## src/rtl/core/rfd_pkg.sv

```systemverilog
// Shared types and constants for the four-channel range frame decoder.
// No dependencies; used by every module in rtl/core.
package rfd_pkg;

    localparam int FRAME_BYTES   = 10;
    localparam int CHANNELS      = 4;
    localparam int PAYLOAD_BYTES = FRAME_BYTES - 2;
    localparam int POS_W         = $clog2(FRAME_BYTES);
    localparam int PEND_W        = $clog2(PAYLOAD_BYTES);
    localparam int DIST_W        = 16;
    localparam int CFG_ADDR_W    = 2;
    localparam int CFG_DATA_W    = 16;

    localparam logic [POS_W-1:0] LAST_POS = POS_W'(FRAME_BYTES - 1);

    // register indexes
    localparam logic [CFG_ADDR_W-1:0] CFG_NO_ECHO = 2'd0;
    localparam logic [CFG_ADDR_W-1:0] CFG_HEADER  = 2'd1;

    localparam logic [DIST_W-1:0] NO_ECHO_RESET = 16'd4000;
    localparam logic [7:0]        HEADER_RESET  = 8'hff;

    typedef logic [CHANNELS-1:0][DIST_W-1:0] t_dist_set;

    // one result word, flags in the low bits
    typedef struct packed {
        t_dist_set distances;
        logic      frame_short;
        logic      frame_good;
    } t_result;

endpackage

```

## src/rtl/core/rfd_parser.sv

```systemverilog
// Input register plus per-byte frame tracking: position, checksum, header
// check, payload bytes and held distances. Depends on rfd_pkg.
module rfd_parser (
    input  logic                        i_clk,
    input  logic                        i_rst_n,
    input  logic                        i_valid,
    input  logic [7:0]                  i_byte,
    input  logic                        i_timeout,
    output logic                        o_ready,
    input  logic [rfd_pkg::DIST_W-1:0]  i_no_echo,
    input  logic [7:0]                  i_header,
    output logic                        o_res_valid,
    input  logic                        i_res_ready,
    output rfd_pkg::t_result            o_res
);

    logic                             r_in_valid;
    logic [7:0]                       r_in_byte;
    logic                             r_in_timeout;
    logic [rfd_pkg::POS_W-1:0]        r_pos;
    logic [7:0]                       r_sum;
    logic                             r_hdr_ok;
    logic [rfd_pkg::PAYLOAD_BYTES-1:0][7:0] r_pend;
    rfd_pkg::t_dist_set               r_held;

    logic                             res_needed;
    logic                             step;
    logic                             good;
    logic [rfd_pkg::PEND_W-1:0]       pend_idx;
    rfd_pkg::t_dist_set               decoded;
    logic [rfd_pkg::DIST_W-1:0]       raw_d [rfd_pkg::CHANNELS];

    assign res_needed  = r_in_timeout || (r_pos == rfd_pkg::LAST_POS);
    assign step        = r_in_valid && (!res_needed || i_res_ready);
    assign o_ready     = !r_in_valid || step;
    assign o_res_valid = r_in_valid && res_needed;
    assign good        = !r_in_timeout && r_hdr_ok && (r_in_byte == r_sum);
    assign pend_idx    = rfd_pkg::PEND_W'(r_pos - rfd_pkg::POS_W'(1));

    // big-endian pairs, zero means no echo
    always_comb begin
        for (int c = 0; c < rfd_pkg::CHANNELS; c++) begin
            raw_d[c]   = {r_pend[2*c], r_pend[2*c+1]};
            decoded[c] = (raw_d[c] == '0) ? i_no_echo : raw_d[c];
        end
    end

    always_comb begin
        o_res.distances   = (good && (r_pos == rfd_pkg::LAST_POS)) ? decoded : r_held;
        o_res.frame_good  = good;
        o_res.frame_short = r_in_timeout;
    end

    always_ff @(posedge i_clk) begin
        if (!i_rst_n) begin
            r_in_valid <= 1'b0;
        end else if (o_ready) begin
            r_in_valid <= i_valid;
        end
    end

    always_ff @(posedge i_clk) begin
        if (o_ready && i_valid) begin
            r_in_byte    <= i_byte;
            r_in_timeout <= i_timeout;
        end
    end

    always_ff @(posedge i_clk) begin
        if (!i_rst_n) begin
            r_pos    <= '0;
            r_sum    <= '0;
            r_hdr_ok <= 1'b0;
            r_held   <= '0;
        end else if (step) begin
            if (r_in_timeout || r_pos == rfd_pkg::LAST_POS) begin
                if (good) begin
                    r_held <= decoded;
                end
                r_pos    <= '0;
                r_sum    <= '0;
                r_hdr_ok <= 1'b0;
            end else begin
                if (r_pos == '0) begin
                    r_hdr_ok <= (r_in_byte == i_header);
                end
                r_sum <= r_sum + r_in_byte;
                r_pos <= r_pos + rfd_pkg::POS_W'(1);
            end
        end
    end

    // payload bytes, no reset: each is written before the checksum byte reads it
    always_ff @(posedge i_clk) begin
        if (step && !r_in_timeout && r_pos != '0 && r_pos != rfd_pkg::LAST_POS) begin
            r_pend[pend_idx] <= r_in_byte;
        end
    end

endmodule

```

## src/rtl/core/rfd_out_reg.sv

```systemverilog
// Result register between the parser and the master-side stream.
// Depends on rfd_pkg.
module rfd_out_reg (
    input  logic             i_clk,
    input  logic             i_rst_n,
    input  logic             i_valid,
    output logic             o_ready,
    input  rfd_pkg::t_result i_res,
    output logic             o_valid,
    input  logic             i_ready,
    output rfd_pkg::t_result o_res
);

    logic             r_valid;
    rfd_pkg::t_result r_res;

    assign o_ready = !r_valid || i_ready;
    assign o_valid = r_valid;
    assign o_res   = r_res;

    always_ff @(posedge i_clk) begin
        if (!i_rst_n) begin
            r_valid <= 1'b0;
        end else if (o_ready) begin
            r_valid <= i_valid;
        end
    end

    always_ff @(posedge i_clk) begin
        if (o_ready && i_valid) begin
            r_res <= i_res;
        end
    end

endmodule

```

## src/rtl/core/four_channel_range_frame_decoder.sv

```systemverilog
// Four-channel range frame decoder, top level.
// An accepted word's result reaches the master side through the input register,
// then the result register. Throughput: one word per cycle while the master side takes results.
// Synchronous active-low reset clears position, checksum, held distances and
// both valid flags; config registers return to 4000 and 0xff.
// Depends on rfd_pkg, rfd_parser and rfd_out_reg.
module four_channel_range_frame_decoder (
    input  logic                             i_clk,
    input  logic                             i_rst_n,
    input  logic                             s_axis_tvalid,
    output logic                             s_axis_tready,
    input  logic [7:0]                       s_axis_tdata,  // [7:0] rx_byte
    input  logic                             s_axis_tuser,  // [0] timeout_event
    output logic                             m_axis_tvalid,
    input  logic                             m_axis_tready,
    // [15:0] distance_ch0, [31:16] ch1, [47:32] ch2, [63:48] ch3
    output logic [63:0]                      m_axis_tdata,
    output logic [1:0]                       m_axis_tuser,  // [0] frame_good, [1] frame_short
    input  logic                             i_cfg_we,
    input  logic [rfd_pkg::CFG_ADDR_W-1:0]   i_cfg_addr,
    input  logic [rfd_pkg::CFG_DATA_W-1:0]   i_cfg_wdata
);

    logic [rfd_pkg::DIST_W-1:0] r_no_echo;
    logic [7:0]                 r_header;

    logic             res_valid;
    logic             res_ready;
    rfd_pkg::t_result res;
    rfd_pkg::t_result out_res;

    always_ff @(posedge i_clk) begin
        if (!i_rst_n) begin
            r_no_echo <= rfd_pkg::NO_ECHO_RESET;
            r_header  <= rfd_pkg::HEADER_RESET;
        end else if (i_cfg_we) begin
            case (i_cfg_addr)
                rfd_pkg::CFG_NO_ECHO: r_no_echo <= i_cfg_wdata;
                rfd_pkg::CFG_HEADER:  r_header  <= i_cfg_wdata[7:0];
                default: ;
            endcase
        end
    end

    rfd_parser u_parser (
        .i_clk       (i_clk),
        .i_rst_n     (i_rst_n),
        .i_valid     (s_axis_tvalid),
        .i_byte      (s_axis_tdata),
        .i_timeout   (s_axis_tuser),
        .o_ready     (s_axis_tready),
        .i_no_echo   (r_no_echo),
        .i_header    (r_header),
        .o_res_valid (res_valid),
        .i_res_ready (res_ready),
        .o_res       (res)
    );

    rfd_out_reg u_out (
        .i_clk   (i_clk),
        .i_rst_n (i_rst_n),
        .i_valid (res_valid),
        .o_ready (res_ready),
        .i_res   (res),
        .o_valid (m_axis_tvalid),
        .i_ready (m_axis_tready),
        .o_res   (out_res)
    );

    assign m_axis_tdata = out_res.distances;
    assign m_axis_tuser = {out_res.frame_short, out_res.frame_good};

endmodule

```

## config.mk

```make
export PLATFORM = sky130hd
export DESIGN_NAME = four_channel_range_frame_decoder
export DESIGN_NICKNAME = d
export VERILOG_FILES = /design/src/rtl/core/rfd_pkg.sv /design/src/rtl/core/rfd_parser.sv /design/src/rtl/core/rfd_out_reg.sv /design/src/rtl/core/four_channel_range_frame_decoder.sv
export SDC_FILE = /design/constraint.sdc
export NUM_CORES = 1
export LEC_CHECK = 0
export BUFFER_PORTS_ARGS = -buffer_cell sky130_fd_sc_hd__buf_2
export CAP_MARGIN = 25
export CORE_UTILIZATION = 30
export DETAILED_ROUTE_END_ITERATION = 10
export PLACE_DENSITY = 0.55
export SYNTH_ARGS = -nofsm -noshare
export SYNTH_HDL_FRONTEND = slang
export SYNTH_SLANG_ARGS = --single-unit
```

## constraint.sdc

```tcl
create_clock -name i_clk -period 5.75 [get_ports i_clk]
set_clock_uncertainty 0.15 [all_clocks]
set_input_delay 0.2875 -clock i_clk [delete_from_list [all_inputs] [get_ports i_clk]]
set_output_delay 0.2875 -clock i_clk [all_outputs]
set_load 0.03 [all_outputs]
```

==> impl_results.md <==
* Worst-margin pin slew at 1030 ps
* First-pass GRT wire length at 36800 um
* Status: finished, final reports clean
* Ant diodes at 0
* Final Hold Fails at 0
* Sequential share of power at 51.3%
* Num CTS Buffers at 26
* Clock group share of total power at 44.7%
* Switch share at 21.6%
* Vias/cell at 4.72
* Crit path from: u_parser.r_in_byte[3]
* Leak at 4.12 nW
* Synth Net Count at 939
* CP Cell Sequence: ha_1 -> nor4b_2 -> and4_1 -> nand4_4 -> buf_4 -> nand2_1 -> o21ai_1 -> and2_1
* Starting DRT DRC Count at 543
* # H-tree levels at 1
* Max Clk Rate at 275 MHz
* Seq/Total Area, Yosys at 64.2%
* Yosys reg bits at 242
* Critical path class: reg2reg
* Share of cells above drive strength 1 at 15.0%
* Final Cycle Share at 63.4%
* Comb pwr share at 4.0%
* TritonCTS clock tree: built
* Hold path start: i_cfg_addr[1]
* Die X at 182 um
* Switching power at 797 uW
* Clock Root Buffer: clkbuf_16
* DIE AREA at 33100 um2
* ANT nets after route at 0
* Vias at 6725
* Grt total ovfl at 0
* Slowest cell on crit path: edfxtp_1
* Cells after synthesis at 896
* Crit-path max FO at 76
* Crit path largest cell delay at 720 ps
* RD Place Congestion at 0.797
* GRT Total Usage at 14.5%
* Nets at 1046
* Post-Syn Area at 9710 um2
* Clk Latency, worst-skew pair at 520 ps
* WL per Instance at 16.7 um
* Tmin final at 3640 ps
* Post CTS Setup Buffer Count at 0
* Longest Clk Path Bufs at 3
* Dominant synthesized flop cell: edfxtp_1
* Area leader, netlist: edfxtp_1
* Hold crit path type: in2reg
* Initial antenna violation count at 0
* Synthesized area per cell at 10.8 um2
* Worst Path Arrival at 3910 ps
* Hold_ws at 56.4 ps
* R2r startpoint: u_parser.r_in_byte[3]
* Number of I/O port buffers at 99
* Area contributors post-synth: edfxtp_1 (43%), dfxtp_1 (21%), nand2_1 (7.1%), o21ai_1 (4.3%), and2_1 (4.1%)
* Yosys warns at 0
* RSZ-0062 raised after global routing: no
* Vias in the first global route at 6432
* Maximum vdd drop at 0.245 mV
* Area growth, synth to finish at 19.8%
* PwrDens at 318 nW/um2
* CTS clock-pin slew for the worst setup and hold paths at 60 ps
* Cell variety after synth at 45
* Row cnt at 65
* Initial core utilization at 30.6%
* Boundary Pins at 100
* Nature of the critical path startpoint: flip-flop
* Post-CTS Resized at 0
* Number of synthesized flops with an enable pin at 139
* Core ar. at 31700 um2
* Post-synth ARST share at 0%
* Power Internal at 2.90 mW
* CTS sink count at 242
* CP endpoint kind: flip-flop
* Critical Path RT at 6020 ps
* Rel. slew slack at 31.1%
* DRC Markers at 0
* TritonRoute pass-1 iters at 5
* Pre-CTS setup slack at 2030 ps
* Die span in y at 182 um
* Total wire length at 23900 um
* Max-slew violations at 0
* Post-route setup slack at 2110 ps
* DP HPWL at 15400 um
* Largest net degree at the start of global routing at 104
* Setup TNS at 0 ps
* Yosys top cell area share at 43.0%
* Max Cap Viol at 0
* # setup viols final at 0
* Placed Cells at 1346
* Final Instance Count excl. Fillers at 1425
-- metal layers --
metal	vias up	global-route usage [%]	wire, um
met1	3145	19.1	11000
li1	3386	-	-
met5	-	0	0
met2	154	24.3	11200
met4	0	4.67	635
met3	40	2.17	1030
-- placed cells by master (no fill, tap or decap), types with 5 or more instances in the layout --
master / Yosys / routed
clkbuf_16: 0 / 29
and4_1: 5 / 5
edfxtp_1: 139 / 139
and2_1: 64 / 64
clkinv_2: 0 / 6
a21boi_0: 9 / 9
ha_1: 10 / 10
nor2b_1: 11 / 11
o21ai_1: 83 / 83
nor3_1: 6 / 6
a21oi_1: 69 / 69
inv_1: 5 / 5
buf_2: 12 / 100
a21boi_1: 5 / 5
nor2_1: 12 / 11
dfxtp_1: 103 / 103
o21ai_0: 50 / 50
xnor2_1: 15 / 15
nor4_1: 16 / 16
a22oi_1: 6 / 6
nand2_1: 184 / 183
dlygate4sd3_1: 0 / 26
clkbuf_1: 28 / 9
nand3_1: 18 / 18
-- logic make-up after synthesis --
logic type | Yosys count | share of synthesized area [%]
compound gates | 231 | 12.6
simple gates | 331 | 16.4
xor+xnor | 18 | 1.62
flops | 242 | 64.2
mux | 4 | 0.425
buf+inv | 59 | 3.25
fa+ha+maj | 11 | 1.49
-- through the flow --
stage | util (%) | area, um2 | power, mW
floorplan | - | 9710 | 2.00
CTS | 36.6 | 11600 | 3.74
global placement | 33.0 | 10500 | 2.07
finish | 36.7 | 11600 | 3.70
detailed placement | 33.1 | 10500 | 2.07
global route | 36.7 | 11600 | 3.83
-- final timing paths --
kind | endpoint | slack, ps | cells after the start
setup / recovery | u_parser.r_held[17] | 2110 | 8
hold / removal | r_no_echo[13] | 60 | 4
setup reg to reg | u_parser.r_held[17] | 2110 | 8
hold reg to reg | r_header[7] | 330 | 2
-- worst max-delay path: cells and delay by family, from the launching register on --
kind / cells / cell delay (ps)
compound gates: 1 / 80
fa+ha+maj: 1 / 410
buf+inv: 1 / 600
flops: 1 / 720
simple gates: 5 / 1560
-- repair_timing --
| action | 4_1_cts | 5_1_grt |
|---|---|---|
| hold buffers | 26 | 0 |
| hold endpoints to repair | 34 | 0 |
| endpoints found under the setup margin | 0 | 0 |
-- power by group through the flow --
stage / sequential (mW) / combinational, mW / clock (mW)
floorplan: 1.94 / 0.0620 / 0
global placement: 1.93 / 0.134 / 0
detailed placement: 1.93 / 0.136 / 0
CTS: 1.90 / 0.150 / 1.69
global route: 1.90 / 0.163 / 1.77
finish: 1.90 / 0.149 / 1.65
-- flip-flops by register name, summed over array words and instances, names as in the netlist --
signal	flops
u_out.o_res	66
u_parser.r_hdr_ok	1
u_parser.r_in_timeout	1
u_parser.r_held	64
u_parser.r_pos	4
u_parser.r_in_byte	8
u_parser.r_pend	64
u_parser.r_sum	8
r_header	8
u_parser.r_in_valid	1
u_out.o_valid	1
r_no_echo	16
-- layout make-up --
class / count / area (um2)
sequential: 242 / 6240
timing repair buffer: 133 / 833
fill: 3128 / 20100
clock inverter: 8 / 68.8
clock buffer: 40 / 787
tap: 402 / 503
inverter: 5 / 18.8
multi-input combinational: 595 / 3190
-- synthesized netlist by cell type (all sizes together) (3+ instances only) --
cell    count
nand2     184
edfxtp    139
o21ai     133
dfxtp     103
a21oi      69
and2       64
clkbuf     28
buf        26
nand3      18
nor4       16
xnor2      15
a21boi     14
nor2       12
nor2b      11
ha         10
a22oi       6
nor3        6
and4        5
inv         5
a21o        3
mux2i       3
nand4       3
xor2        3
(Power assumes the default switching activity.)
